<file path="config.mk">
export PLATFORM = sky130hd
export DESIGN_NAME = slice_block_budget_allocator_flat
export DESIGN_NICKNAME = d
export VERILOG_FILES = /design/src/design/sbba_pkg.sv /design/src/design/sbba_if.sv /design/src/design/slice_block_budget_allocator.sv /design/src/design/sbba_ctrl.sv /design/src/design/sbba_dp.sv /design/src/flat_wrapper.sv
export VERILOG_INCLUDE_DIRS = /design/src /design/src/design
export SDC_FILE = /design/constraint.sdc
export NUM_CORES = 1
export LEC_CHECK = 0
export ABC_CLOCK_PERIOD_IN_PS = 6110
export BUFFER_PORTS_ARGS = -buffer_cell sky130_fd_sc_hd__buf_2
export CAP_MARGIN = 40
export CORE_ASPECT_RATIO = 0.6
export CORE_MARGIN = 5
export CORE_UTILIZATION = 53
export CTS_BUF_LIST = sky130_fd_sc_hd__clkbuf_16
export DETAILED_ROUTE_END_ITERATION = 6
export PLACE_DENSITY = 0.81
export SLEW_MARGIN = 40
export SYNTH_ARGS = -nofsm -noshare
export SYNTH_HDL_FRONTEND = slang
export SYNTH_SLANG_ARGS = --single-unit
</file>
<file path="constraint.sdc">
create_clock -name clk_i -period 6.11 [get_ports clk_i]
set_input_delay 0.3055 -clock clk_i [delete_from_list [all_inputs] [get_ports clk_i]]
set_output_delay 0.3055 -clock clk_i [all_outputs]
set_load 0.1 [all_outputs]
</file>
<file path="src/design/slice_block_budget_allocator_macros.svh">
// assertion macros for the slice block budget allocator
// used by the top level only; no other dependency
`ifndef SLICE_BLOCK_BUDGET_ALLOCATOR_MACROS_SVH
`define SLICE_BLOCK_BUDGET_ALLOCATOR_MACROS_SVH
`ifndef SYNTH
`define SBBA_ASSERT_IMP(lbl, ante, cons) \
  lbl: assert property (@(posedge clk_i) disable iff (!rst_ni) (ante) |-> (cons)) \
    else $error("sbba check failed");
`define SBBA_ASSERT_NXT(lbl, ante, cons) \
  lbl: assert property (@(posedge clk_i) disable iff (!rst_ni) (ante) |=> (cons)) \
    else $error("sbba check failed");
`else
`define SBBA_ASSERT_IMP(lbl, ante, cons)
`define SBBA_ASSERT_NXT(lbl, ante, cons)
`endif
`endif

</file>
<file path="src/design/sbba_pkg.sv">
// shared types, constants and functions of the slice block budget allocator
// no dependencies
package sbba_pkg;

  localparam int MAX_SLICES = 8;
  localparam int IDX_W      = (MAX_SLICES > 1) ? $clog2(MAX_SLICES) : 1;
  localparam int CNT_W      = $clog2(MAX_SLICES + 1);

  localparam int PCT_W      = 7;
  localparam int BLK_W      = 9;
  localparam int CAP_W      = 10;
  localparam int SUM_W      = 15;
  localparam int PROD_W     = 16;
  localparam int OUT_IDX_W  = 6;
  localparam int CFG_IDX_W  = 2;
  localparam int CFG_DATA_W = 10;

  localparam int RECIP_W     = 17;
  localparam int RECIP_SHIFT = 23;
  localparam int QPROD_W     = PROD_W + RECIP_W;
  localparam logic [RECIP_W-1:0] RECIP = RECIP_W'(83887);

  localparam logic [PCT_W-1:0] PCT_FULL = PCT_W'(100);

  localparam logic [BLK_W-1:0] TOTAL_RESET = BLK_W'(275);
  localparam logic [CAP_W-1:0] CAP_RESET   = '1;

  localparam logic [CFG_IDX_W-1:0] REG_TOTAL_BLOCKS = CFG_IDX_W'(0);
  localparam logic [CFG_IDX_W-1:0] REG_EXTERNAL_CAP = CFG_IDX_W'(1);

  // steps of one slice during emission
  localparam logic [2:0] STEP_DED    = 3'd0;
  localparam logic [2:0] STEP_MIN    = 3'd1;
  localparam logic [2:0] STEP_MAX    = 3'd2;
  localparam logic [2:0] STEP_OTHERS = 3'd3;
  localparam logic [2:0] STEP_CEIL   = 3'd4;
  localparam logic [2:0] STEP_OUT    = 3'd5;
  localparam logic [2:0] DRAIN_LAST  = 3'd1;

  typedef enum logic [3:0] {
    ST_LOAD  = 4'b0001,
    ST_SUM   = 4'b0010,
    ST_DRAIN = 4'b0100,
    ST_EMIT  = 4'b1000
  } state_e;

  typedef enum logic [1:0] {
    SEL_DED = 2'd0,
    SEL_MIN = 2'd1,
    SEL_MAX = 2'd2
  } pct_sel_e;

  typedef struct packed {
    logic             load_item;
    logic [IDX_W-1:0] wr_idx;
    logic             start;
    logic [IDX_W-1:0] rd_idx;
    pct_sel_e         sel;
    logic             issue_acc;
    logic             lat_ded;
    logic             lat_min;
    logic             lat_ceil;
    logic             out_load;
    logic             out_final;
  } cmd_t;

  typedef struct packed {
    logic out_free;
  } stat_t;

  function automatic logic [PCT_W-1:0] sat_pct(input logic [PCT_W-1:0] v);
    return (v > PCT_FULL) ? PCT_FULL : v;
  endfunction

  // floor(x / 100) by reciprocal, exact for every 16-bit product used here
  function automatic logic [BLK_W-1:0] div100(input logic [PROD_W-1:0] x);
    logic [QPROD_W-1:0] p;
    p = QPROD_W'(x) * QPROD_W'(RECIP);
    return p[RECIP_SHIFT +: BLK_W];
  endfunction

endpackage

</file>
<file path="src/design/sbba_if.sv">
// item, result and configuration channels of the slice block budget allocator
// depends on sbba_pkg
interface sbba_in_if import sbba_pkg::*; ();
  logic             valid;
  logic             ready;
  logic             slice_present;
  logic [PCT_W-1:0] dedicated_pct;
  logic [PCT_W-1:0] minimum_pct;
  logic [PCT_W-1:0] maximum_pct;
  logic             last_slice;

  modport source (
    output valid, slice_present, dedicated_pct, minimum_pct, maximum_pct, last_slice,
    input  ready
  );
  modport sink (
    input  valid, slice_present, dedicated_pct, minimum_pct, maximum_pct, last_slice,
    output ready
  );
endinterface

interface sbba_out_if import sbba_pkg::*; ();
  logic                 valid;
  logic                 ready;
  logic [OUT_IDX_W-1:0] slice_index;
  logic                 valid_slice;
  logic [BLK_W-1:0]     dedicated_blocks;
  logic [BLK_W-1:0]     minimum_blocks;
  logic [BLK_W-1:0]     ceiling_blocks;
  logic                 final_result;

  modport source (
    output valid, slice_index, valid_slice, dedicated_blocks, minimum_blocks,
           ceiling_blocks, final_result,
    input  ready
  );
  modport sink (
    input  valid, slice_index, valid_slice, dedicated_blocks, minimum_blocks,
           ceiling_blocks, final_result,
    output ready
  );
endinterface

interface sbba_cfg_if import sbba_pkg::*; ();
  logic                  valid;
  logic                  ready;
  logic [CFG_IDX_W-1:0]  index;
  logic [CFG_DATA_W-1:0] data;

  modport source (output valid, index, data, input ready);
  modport sink   (input valid, index, data, output ready);
endinterface

</file>
<file path="src/design/slice_block_budget_allocator.sv">
// Slice block budget allocator. Slice policies are taken one item per cycle
// and stored (up to MAX_SLICES per run). The item that carries last_slice starts
// the emission: the input is held off while the shared multiply/divide-by-100
// unit first sums the slices' minimum budgets and then works out each slice's
// budgets one slice after another, waiting whenever the result channel stalls.
// The last item always starts the emission, even when the store is already full.
// Configuration is taken every cycle. Depends on sbba_pkg, sbba_if, sbba_ctrl,
// sbba_dp and the assertion macros header.
`include "slice_block_budget_allocator_macros.svh"

module slice_block_budget_allocator import sbba_pkg::*; (
  input  logic       clk_i,
  input  logic       rst_ni,
  sbba_cfg_if.sink   cfg_i,
  sbba_in_if.sink    in_i,
  sbba_out_if.source out_o
);

  cmd_t  cmd;
  stat_t stat;
  logic  in_ready;

  assign in_i.ready = in_ready;

  sbba_ctrl u_ctrl (
    .clk_i      (clk_i),
    .rst_ni     (rst_ni),
    .in_valid_i (in_i.valid),
    .in_last_i  (in_i.last_slice),
    .in_ready_o (in_ready),
    .stat_i     (stat),
    .cmd_o      (cmd)
  );

  sbba_dp u_dp (
    .clk_i           (clk_i),
    .rst_ni          (rst_ni),
    .cmd_i           (cmd),
    .stat_o          (stat),
    .slice_present_i (in_i.slice_present),
    .dedicated_pct_i (in_i.dedicated_pct),
    .minimum_pct_i   (in_i.minimum_pct),
    .maximum_pct_i   (in_i.maximum_pct),
    .cfg_i           (cfg_i),
    .out_o           (out_o)
  );

  `SBBA_ASSERT_IMP(a_store_only_when_open, cmd.load_item, in_ready)
  `SBBA_ASSERT_IMP(a_no_load_while_emitting, cmd.out_load, !in_ready)
  `SBBA_ASSERT_IMP(a_result_slot_free, cmd.out_load, stat.out_free)
  `SBBA_ASSERT_NXT(a_reopen_after_final, cmd.out_load && cmd.out_final, in_ready && out_o.valid)

endmodule

</file>
<file path="src/design/sbba_ctrl.sv">
// controller: load counter, emission walk and step sequencing
// depends on sbba_pkg
module sbba_ctrl import sbba_pkg::*; (
  input  logic  clk_i,
  input  logic  rst_ni,
  input  logic  in_valid_i,
  input  logic  in_last_i,
  output logic  in_ready_o,
  input  stat_t stat_i,
  output cmd_t  cmd_o
);

  state_e           state_q, state_d;
  logic [CNT_W-1:0] count_q, count_d;
  logic [IDX_W-1:0] idx_q, idx_d;
  logic [2:0]       sub_q, sub_d;
  logic [CNT_W-1:0] cnt_inc;
  logic             room;
  logic             last_idx;

  assign room     = count_q < CNT_W'(MAX_SLICES);
  assign cnt_inc  = room ? count_q + CNT_W'(1) : count_q;
  assign last_idx = (CNT_W'(idx_q) + CNT_W'(1)) == count_q;

  always_comb begin
    state_d    = state_q;
    count_d    = count_q;
    idx_d      = idx_q;
    sub_d      = sub_q;
    in_ready_o = 1'b0;
    cmd_o      = '0;
    cmd_o.sel  = SEL_MIN;
    cmd_o.rd_idx = idx_q;
    cmd_o.wr_idx = count_q[IDX_W-1:0];
    case (state_q)
      ST_LOAD: begin
        in_ready_o = 1'b1;
        if (in_valid_i) begin
          cmd_o.load_item = room;
          count_d = cnt_inc;
          if (in_last_i && (cnt_inc != '0)) begin
            cmd_o.start = 1'b1;
            idx_d   = '0;
            state_d = ST_SUM;
          end
        end
      end
      ST_SUM: begin
        cmd_o.sel       = SEL_MIN;
        cmd_o.issue_acc = 1'b1;
        if (last_idx) begin
          sub_d   = '0;
          state_d = ST_DRAIN;
        end else begin
          idx_d = idx_q + IDX_W'(1);
        end
      end
      ST_DRAIN: begin
        sub_d = sub_q + 3'd1;
        if (sub_q == DRAIN_LAST) begin
          sub_d   = STEP_DED;
          idx_d   = '0;
          state_d = ST_EMIT;
        end
      end
      ST_EMIT: begin
        sub_d = sub_q + 3'd1;
        case (sub_q)
          STEP_DED: cmd_o.sel = SEL_DED;
          STEP_MIN: cmd_o.sel = SEL_MIN;
          STEP_MAX: begin
            cmd_o.sel     = SEL_MAX;
            cmd_o.lat_ded = 1'b1;
          end
          STEP_OTHERS: cmd_o.lat_min = 1'b1;
          STEP_CEIL:   cmd_o.lat_ceil = 1'b1;
          STEP_OUT: begin
            sub_d = sub_q;
            if (stat_i.out_free) begin
              cmd_o.out_load  = 1'b1;
              cmd_o.out_final = last_idx;
              sub_d = STEP_DED;
              if (last_idx) begin
                count_d = '0;
                state_d = ST_LOAD;
              end else begin
                idx_d = idx_q + IDX_W'(1);
              end
            end
          end
          default: sub_d = STEP_DED;
        endcase
      end
      default: begin
        count_d = '0;
        state_d = ST_LOAD;
      end
    endcase
  end

  always_ff @(posedge clk_i or negedge rst_ni) begin
    if (!rst_ni) begin
      state_q <= ST_LOAD;
      count_q <= '0;
      idx_q   <= '0;
      sub_q   <= '0;
    end else begin
      state_q <= state_d;
      count_q <= count_d;
      idx_q   <= idx_d;
      sub_q   <= sub_d;
    end
  end

endmodule

</file>
<file path="src/design/sbba_dp.sv">
// datapath: configuration registers, slice store, share unit and result register
// depends on sbba_pkg and the channel interfaces in sbba_if
module sbba_dp import sbba_pkg::*; (
  input  logic             clk_i,
  input  logic             rst_ni,
  input  cmd_t             cmd_i,
  output stat_t            stat_o,
  input  logic             slice_present_i,
  input  logic [PCT_W-1:0] dedicated_pct_i,
  input  logic [PCT_W-1:0] minimum_pct_i,
  input  logic [PCT_W-1:0] maximum_pct_i,
  sbba_cfg_if.sink         cfg_i,
  sbba_out_if.source       out_o
);

  logic [BLK_W-1:0]        total_cfg_q;
  logic signed [CAP_W-1:0] ext_cap_q;
  logic [BLK_W-1:0]        usable_total;
  logic [BLK_W-1:0]        total_q;

  logic             pres_q   [MAX_SLICES];
  logic [PCT_W-1:0] ded_st_q [MAX_SLICES];
  logic [PCT_W-1:0] min_st_q [MAX_SLICES];
  logic [PCT_W-1:0] max_st_q [MAX_SLICES];

  logic             rd_pres;
  logic [PCT_W-1:0] pct_sel;
  logic [PCT_W-1:0] pct_eff;

  logic [PROD_W-1:0] prod_q;
  logic [BLK_W-1:0]  share_q;
  logic              tag1_q, tag2_q;
  logic [SUM_W-1:0]  sum_q;
  logic [BLK_W-1:0]  ded_q, mn_q, ceil_q;
  logic [SUM_W-1:0]  others_q;
  logic [BLK_W-1:0]  ceil_base, ceil_d;

  logic                 out_valid_q;
  logic [OUT_IDX_W-1:0] idx_out_q;
  logic                 vs_out_q, fin_out_q;
  logic [BLK_W-1:0]     ded_out_q, min_out_q, ceil_out_q;

  // configuration registers
  assign cfg_i.ready = 1'b1;

  always_ff @(posedge clk_i or negedge rst_ni) begin
    if (!rst_ni) begin
      total_cfg_q <= TOTAL_RESET;
      ext_cap_q   <= CAP_RESET;
    end else if (cfg_i.valid) begin
      case (cfg_i.index)
        REG_TOTAL_BLOCKS: total_cfg_q <= cfg_i.data[BLK_W-1:0];
        REG_EXTERNAL_CAP: ext_cap_q   <= cfg_i.data[CAP_W-1:0];
        default: ;
      endcase
    end
  end

  assign usable_total = (!ext_cap_q[CAP_W-1] && (total_cfg_q > ext_cap_q[BLK_W-1:0]))
                      ? ext_cap_q[BLK_W-1:0] : total_cfg_q;

  // slice store
  always_ff @(posedge clk_i) begin
    if (cmd_i.load_item) begin
      pres_q[cmd_i.wr_idx]   <= slice_present_i;
      ded_st_q[cmd_i.wr_idx] <= sat_pct(dedicated_pct_i);
      min_st_q[cmd_i.wr_idx] <= sat_pct(minimum_pct_i);
      max_st_q[cmd_i.wr_idx] <= sat_pct(maximum_pct_i);
    end
    if (cmd_i.start) begin
      total_q <= usable_total;
    end
  end

  assign rd_pres = pres_q[cmd_i.rd_idx];

  always_comb begin
    case (cmd_i.sel)
      SEL_DED: pct_sel = ded_st_q[cmd_i.rd_idx];
      SEL_MIN: pct_sel = min_st_q[cmd_i.rd_idx];
      SEL_MAX: pct_sel = max_st_q[cmd_i.rd_idx];
      default: pct_sel = '0;
    endcase
  end

  assign pct_eff = rd_pres ? pct_sel : '0;

  // share unit: multiply, then divide by 100
  always_ff @(posedge clk_i) begin
    prod_q  <= PROD_W'(total_q) * PROD_W'(pct_eff);
    share_q <= div100(prod_q);
  end

  always_ff @(posedge clk_i or negedge rst_ni) begin
    if (!rst_ni) begin
      tag1_q <= 1'b0;
      tag2_q <= 1'b0;
      sum_q  <= '0;
    end else begin
      tag1_q <= cmd_i.issue_acc;
      tag2_q <= tag1_q;
      if (cmd_i.start) begin
        sum_q <= '0;
      end else if (tag2_q) begin
        sum_q <= sum_q + SUM_W'(share_q);
      end
    end
  end

  // ceiling
  assign ceil_base = (SUM_W'(total_q) > others_q)
                   ? total_q - others_q[BLK_W-1:0] : '0;
  assign ceil_d    = ((share_q != '0) && (share_q < ceil_base)) ? share_q : ceil_base;

  always_ff @(posedge clk_i) begin
    if (cmd_i.lat_ded) begin
      ded_q <= share_q;
    end
    if (cmd_i.lat_min) begin
      mn_q     <= share_q;
      others_q <= sum_q - SUM_W'(share_q);
    end
    if (cmd_i.lat_ceil) begin
      ceil_q <= ceil_d;
    end
  end

  // result register
  assign stat_o.out_free = !out_valid_q || out_o.ready;

  always_ff @(posedge clk_i or negedge rst_ni) begin
    if (!rst_ni) begin
      out_valid_q <= 1'b0;
    end else if (cmd_i.out_load) begin
      out_valid_q <= 1'b1;
    end else if (out_o.ready) begin
      out_valid_q <= 1'b0;
    end
  end

  always_ff @(posedge clk_i) begin
    if (cmd_i.out_load) begin
      idx_out_q  <= OUT_IDX_W'(cmd_i.rd_idx);
      vs_out_q   <= rd_pres;
      ded_out_q  <= rd_pres ? ded_q : '0;
      min_out_q  <= rd_pres ? mn_q : '0;
      ceil_out_q <= rd_pres ? ceil_q : '0;
      fin_out_q  <= cmd_i.out_final;
    end
  end

  assign out_o.valid            = out_valid_q;
  assign out_o.slice_index      = idx_out_q;
  assign out_o.valid_slice      = vs_out_q;
  assign out_o.dedicated_blocks = ded_out_q;
  assign out_o.minimum_blocks   = min_out_q;
  assign out_o.ceiling_blocks   = ceil_out_q;
  assign out_o.final_result     = fin_out_q;

endmodule
</file>
<file path="src/flat_wrapper.sv">
// flat-port wrapper written by rule: the top's interface ports become plain ports
module slice_block_budget_allocator_flat import sbba_pkg::*;
  (clk_i, rst_ni, cfg_i_valid, cfg_i_index, cfg_i_data, cfg_i_ready, in_i_valid, in_i_slice_present, in_i_dedicated_pct, in_i_minimum_pct, in_i_maximum_pct, in_i_last_slice, in_i_ready, out_o_valid, out_o_slice_index, out_o_valid_slice, out_o_dedicated_blocks, out_o_minimum_blocks, out_o_ceiling_blocks, out_o_final_result, out_o_ready);
  sbba_cfg_if cfg_i_i ();
  sbba_in_if in_i_i ();
  sbba_out_if out_o_i ();
  input  logic clk_i;
  input  logic rst_ni;
  input wire logic [$bits(cfg_i_i.valid)-1:0] cfg_i_valid;
  input wire logic [$bits(cfg_i_i.index)-1:0] cfg_i_index;
  input wire logic [$bits(cfg_i_i.data)-1:0] cfg_i_data;
  output wire logic [$bits(cfg_i_i.ready)-1:0] cfg_i_ready;
  input wire logic [$bits(in_i_i.valid)-1:0] in_i_valid;
  input wire logic [$bits(in_i_i.slice_present)-1:0] in_i_slice_present;
  input wire logic [$bits(in_i_i.dedicated_pct)-1:0] in_i_dedicated_pct;
  input wire logic [$bits(in_i_i.minimum_pct)-1:0] in_i_minimum_pct;
  input wire logic [$bits(in_i_i.maximum_pct)-1:0] in_i_maximum_pct;
  input wire logic [$bits(in_i_i.last_slice)-1:0] in_i_last_slice;
  output wire logic [$bits(in_i_i.ready)-1:0] in_i_ready;
  output wire logic [$bits(out_o_i.valid)-1:0] out_o_valid;
  output wire logic [$bits(out_o_i.slice_index)-1:0] out_o_slice_index;
  output wire logic [$bits(out_o_i.valid_slice)-1:0] out_o_valid_slice;
  output wire logic [$bits(out_o_i.dedicated_blocks)-1:0] out_o_dedicated_blocks;
  output wire logic [$bits(out_o_i.minimum_blocks)-1:0] out_o_minimum_blocks;
  output wire logic [$bits(out_o_i.ceiling_blocks)-1:0] out_o_ceiling_blocks;
  output wire logic [$bits(out_o_i.final_result)-1:0] out_o_final_result;
  input wire logic [$bits(out_o_i.ready)-1:0] out_o_ready;
  assign cfg_i_i.valid = cfg_i_valid;
  assign cfg_i_i.index = cfg_i_index;
  assign cfg_i_i.data = cfg_i_data;
  assign cfg_i_ready = cfg_i_i.ready;
  assign in_i_i.valid = in_i_valid;
  assign in_i_i.slice_present = in_i_slice_present;
  assign in_i_i.dedicated_pct = in_i_dedicated_pct;
  assign in_i_i.minimum_pct = in_i_minimum_pct;
  assign in_i_i.maximum_pct = in_i_maximum_pct;
  assign in_i_i.last_slice = in_i_last_slice;
  assign in_i_ready = in_i_i.ready;
  assign out_o_valid = out_o_i.valid;
  assign out_o_slice_index = out_o_i.slice_index;
  assign out_o_valid_slice = out_o_i.valid_slice;
  assign out_o_dedicated_blocks = out_o_i.dedicated_blocks;
  assign out_o_minimum_blocks = out_o_i.minimum_blocks;
  assign out_o_ceiling_blocks = out_o_i.ceiling_blocks;
  assign out_o_final_result = out_o_i.final_result;
  assign out_o_i.ready = out_o_ready;
  slice_block_budget_allocator u_core (.clk_i(clk_i), .rst_ni(rst_ni), .cfg_i(cfg_i_i), .in_i(in_i_i), .out_o(out_o_i));
endmodule
</file>
==> results.md <==
- Nets: about 2,200
- Avg Inst Size Synth: ~13 µm²
- Sequential area share after synthesis: a little under half
- Endpoints failing hold: 0
- CTS buffer count: 30
- Register clock-pin slew on the reported worst setup and hold paths: approximately 70 ps
- EDFF count, synth: 259
- Final ANT Viol Nets: 0
- Io pins: about 80
- Vias: between 10,000 and 15,000
- WHS: about 100 ps
- Fin Setup TNS: 0 ps
- Initial antenna violation count: 0
- Tightest Hold Check Type: in2reg
- GRT Overall Usage: 21.0%
- Grt total ovfl: 0
- Global-route wire length before repair: 73,100 µm
- Synthesized area: 0.0212 mm²
- Number of diodes: 0
- Top cell type's share of synthesized area: approximately 37%
- CP startpoint kind: flip-flop
- Critical path arrival: around 6400 ps
- Clk_skew: 57.4 ps
- Number of port buffers: 73
- Relative slew slack: a little over half
- Max Buffers Root-to-Sink: 3
- Vias per inst: ~5.6
- Ys async rst share: between 15 and 20%
- Clk sinks: about 340
- Status: finished, final reports clean
- Endpoints failing setup: 0
- Placed insts: 2,240
- Pins Over Slew Limit: 0
- Synth Warn #: 0
- Core Rows: 56
- Die area: 0.0442 mm²
- Worst Path Required: around 6600 ps
- CTS HTree Levels: 1
- Largest net degree at the start of global routing: 52
- Non-filler cells, final: ~2,300
- Tightest Pin Transition: about 710 ps
- Layout cells sized above 1: 16.8%
- Drt first pass iters: 6
- Initial core utilization: between 50% and 60%
- Final worst path period need: 5870 ps
- Post-synth cell types: 69
- Detailed Route WL: 46,900 µm
- Synthesized flop and latch total: approximately 340
- Fmax: roughly 0.17 GHz
- 1st-iter DRT viols: around 1,200
- Gpl congestion: about 1
- Worst skew pair latency: 610 ps
- Dpl hpwl: 34,100 µm
- Number of global-route vias before repair: roughly 13,000
- Area growth syn-to-layout: 12.9%
- CP endpoint kind: flip-flop
- Die Ht: approximately 160 µm
- Top_reg_cell synth: edfxtp_1
- Max-cap viol count: 0
- Largest area contributor in the netlist: edfxtp_1
- CTS tree: done
- Crit-path slowest cell: fa_1
- Die width: 268 µm
- Kind of critical path: reg2reg
- Final Util: roughly three fifths
- Worst-path cell chain: buf_12 -> buf_12 -> mux4_2 -> mux2i_2 -> o22ai_2 -> a21oi_4 -> nor2_4 -> and2_1 -> fa_1 -> inv_1 -> fa_1 -> inv_1 -> fa_1 -> inv_1 -> fa_1 -> inv_1 -> ha_1 -> a21oi_2 -> o22ai_2 -> o41ai_4 -> nor2_1 -> a211oi_2
- Core Area: 0.0393 mm²
- Worst Path Max Fanout: 8
- Period utilization: between 90% and 100%
- Worst path max stage delay: around 530 ps
- Area contributors post-synth: edfxtp_1 37%, ha_1 13%, fa_1 13%
- WL/cell: ~20 µm
- CTS root buf: clkbuf_16
- Drt drc: 0
- Synth Instances: about 1,700
-- worst max-delay path: cells and delay by family, from the launching register on --
| family | cells | cell delay [ps] |
|---|---|---|
| and+or+nand+nor | 3 | 390 |
| muxes | 2 | 730 |
| AOI/OAI and AO/OA | 6 | 1370 |
| adders and majority gates | 5 | 2360 |
| DFF | 1 | 430 |
| buffers and inverters | 6 | 490 |
-- layer usage --
layer	wire length (µm)	vias up	track usage, %
met1	20900	6538	31.1
met2	21200	505	32.6
li1	-	6057	-
met5	0	-	0
met3	4150	53	5.30
met4	686	0	2.95
-- final cells by class --
type                            count  area, µm²
Tap cell                          522        653
Fill cell                        2932      15400
Multi-Input combinational cell   1056      10700
Timing Repair Buffer              130       1010
Sequential cell                   335       9580
Clock buffer                       30        751
Inverter                          232        871
Clock inverter                     26        372
-- final timing paths --
| path | startpoint | end | slack, ps | cells past startpoint |
|---|---|---|---|---|
| worst min register to register | u_core.u_dp.tag1_q$_DFF_PN0_ | u_core.u_dp.tag2_q$_DFF_PN0_ | 370 | 0 |
| min in group asynchronous | rst_ni | u_core.u_dp.total_cfg_q[3]$_DFFE_PN0P_ | 400 | 3 |
| max in group asynchronous | rst_ni | u_core.u_dp.sum_q[2]$_DFFE_PN0P_ | 5180 | 3 |
| worst min-delay path | in_i_maximum_pct[2] | u_core.u_dp.max_st_q[3][2]$_DFFE_PP_ | 100 | 2 |
| worst max-delay path | u_core.u_ctrl.idx_q[0]$_DFFE_PN0P_ | u_core.u_dp.prod_q[15]$_DFF_P_ | 240 | 22 |
| worst max register to register | u_core.u_ctrl.idx_q[0]$_DFFE_PN0P_ | u_core.u_dp.prod_q[15]$_DFF_P_ | 240 | 22 |
-- cell usage after synthesis, drive strengths merged (6+ instances only) --
cell type / instances
a21oi: 60
o22ai: 11
mux2i: 29
nand2: 78
nand3: 17
inv: 232
fa: 133
or2: 7
xor2: 12
dfstp: 15
o21a: 7
and2: 48
buf: 26
nor3: 16
nor2b: 45
a21boi: 7
mux4: 42
mux2: 35
nand2b: 8
xnor2: 39
edfxtp: 259
or3: 9
o211ai: 6
dfrtp: 36
clkbuf: 15
nor2: 75
and3: 6
a21o: 21
a211oi: 13
o21bai: 12
o21ai: 48
ha: 216
dfxtp: 25
nand4: 12
-- cells in the final DEF (no fill, tap or decap), drive strengths merged, types with 6 or more instances in the layout --
master,Yosys,routed
dfxtp,25,25
fa,133,133
nand2b,8,8
dfstp,15,15
nand4,12,12
ha,216,216
xor2,12,12
bufinv,0,8
xnor2,39,39
and2,48,48
and3,6,6
o21ai,48,48
nand3,17,17
or2,7,7
mux2i,29,29
nor2b,45,45
nor3,16,16
or3,9,9
inv,232,239
a21boi,7,7
clkinv,0,7
buf,26,108
edfxtp,259,259
nor2,75,75
o22ai,11,11
nand2,78,78
dlygate4sd3,0,19
clkbuf,15,33
a21oi,60,60
dfrtp,36,36
o21a,7,7
mux4,42,42
o211ai,6,6
a21o,21,21
o21bai,12,12
mux2,35,35
a211oi,13,13
-- stage by stage --
stage	cell area, µm²	setup WS, ps
floorplan	21200	704
global placement	22200	195
detailed placement	22300	53.7
CTS	23600	34.3
global route	23900	-63.1
finish	23900	236
-- sequential cells by signal, indices dropped and copies added, names as in the netlist, 10 cells and up --
| signal | count |
|---|---|
| u_core.u_dp.ded_st_q | 56 |
| u_core.u_dp.max_st_q | 56 |
| u_core.u_dp.min_st_q | 56 |
| u_core.u_dp.prod_q | 16 |
| u_core.u_dp.others_q | 15 |
| u_core.u_dp.sum_q | 15 |
| u_core.u_dp.ext_cap_q | 10 |
-- kinds of logic after synthesis --
family	share of synthesized area [%]
adders and majority gates	25.3
buffers and inverters	5.25
and+or+nand+nor	8.20
AOI/OAI and AO/OA	6.24
muxes	7.69
xor gates and xnor gates	2.11
other	0.0354
DFF	45.2
-- repair_timing --
| action | CTS | global route |
|---|---|---|
| setup endpoints to repair | 2 | 6 |
| pin swaps | 1 | 3 |
| gates resized for setup | 2 | 30 |
| buffers inserted | 1 | 11 |
| hold buffers | 19 | 0 |
| endpoints found under the hold margin | 112 | 0 |
| gates cloned | 0 | 3 |
Power is not shown: default switching activity piles up to over one toggle a cycle in this logic, so the estimate is an artifact.
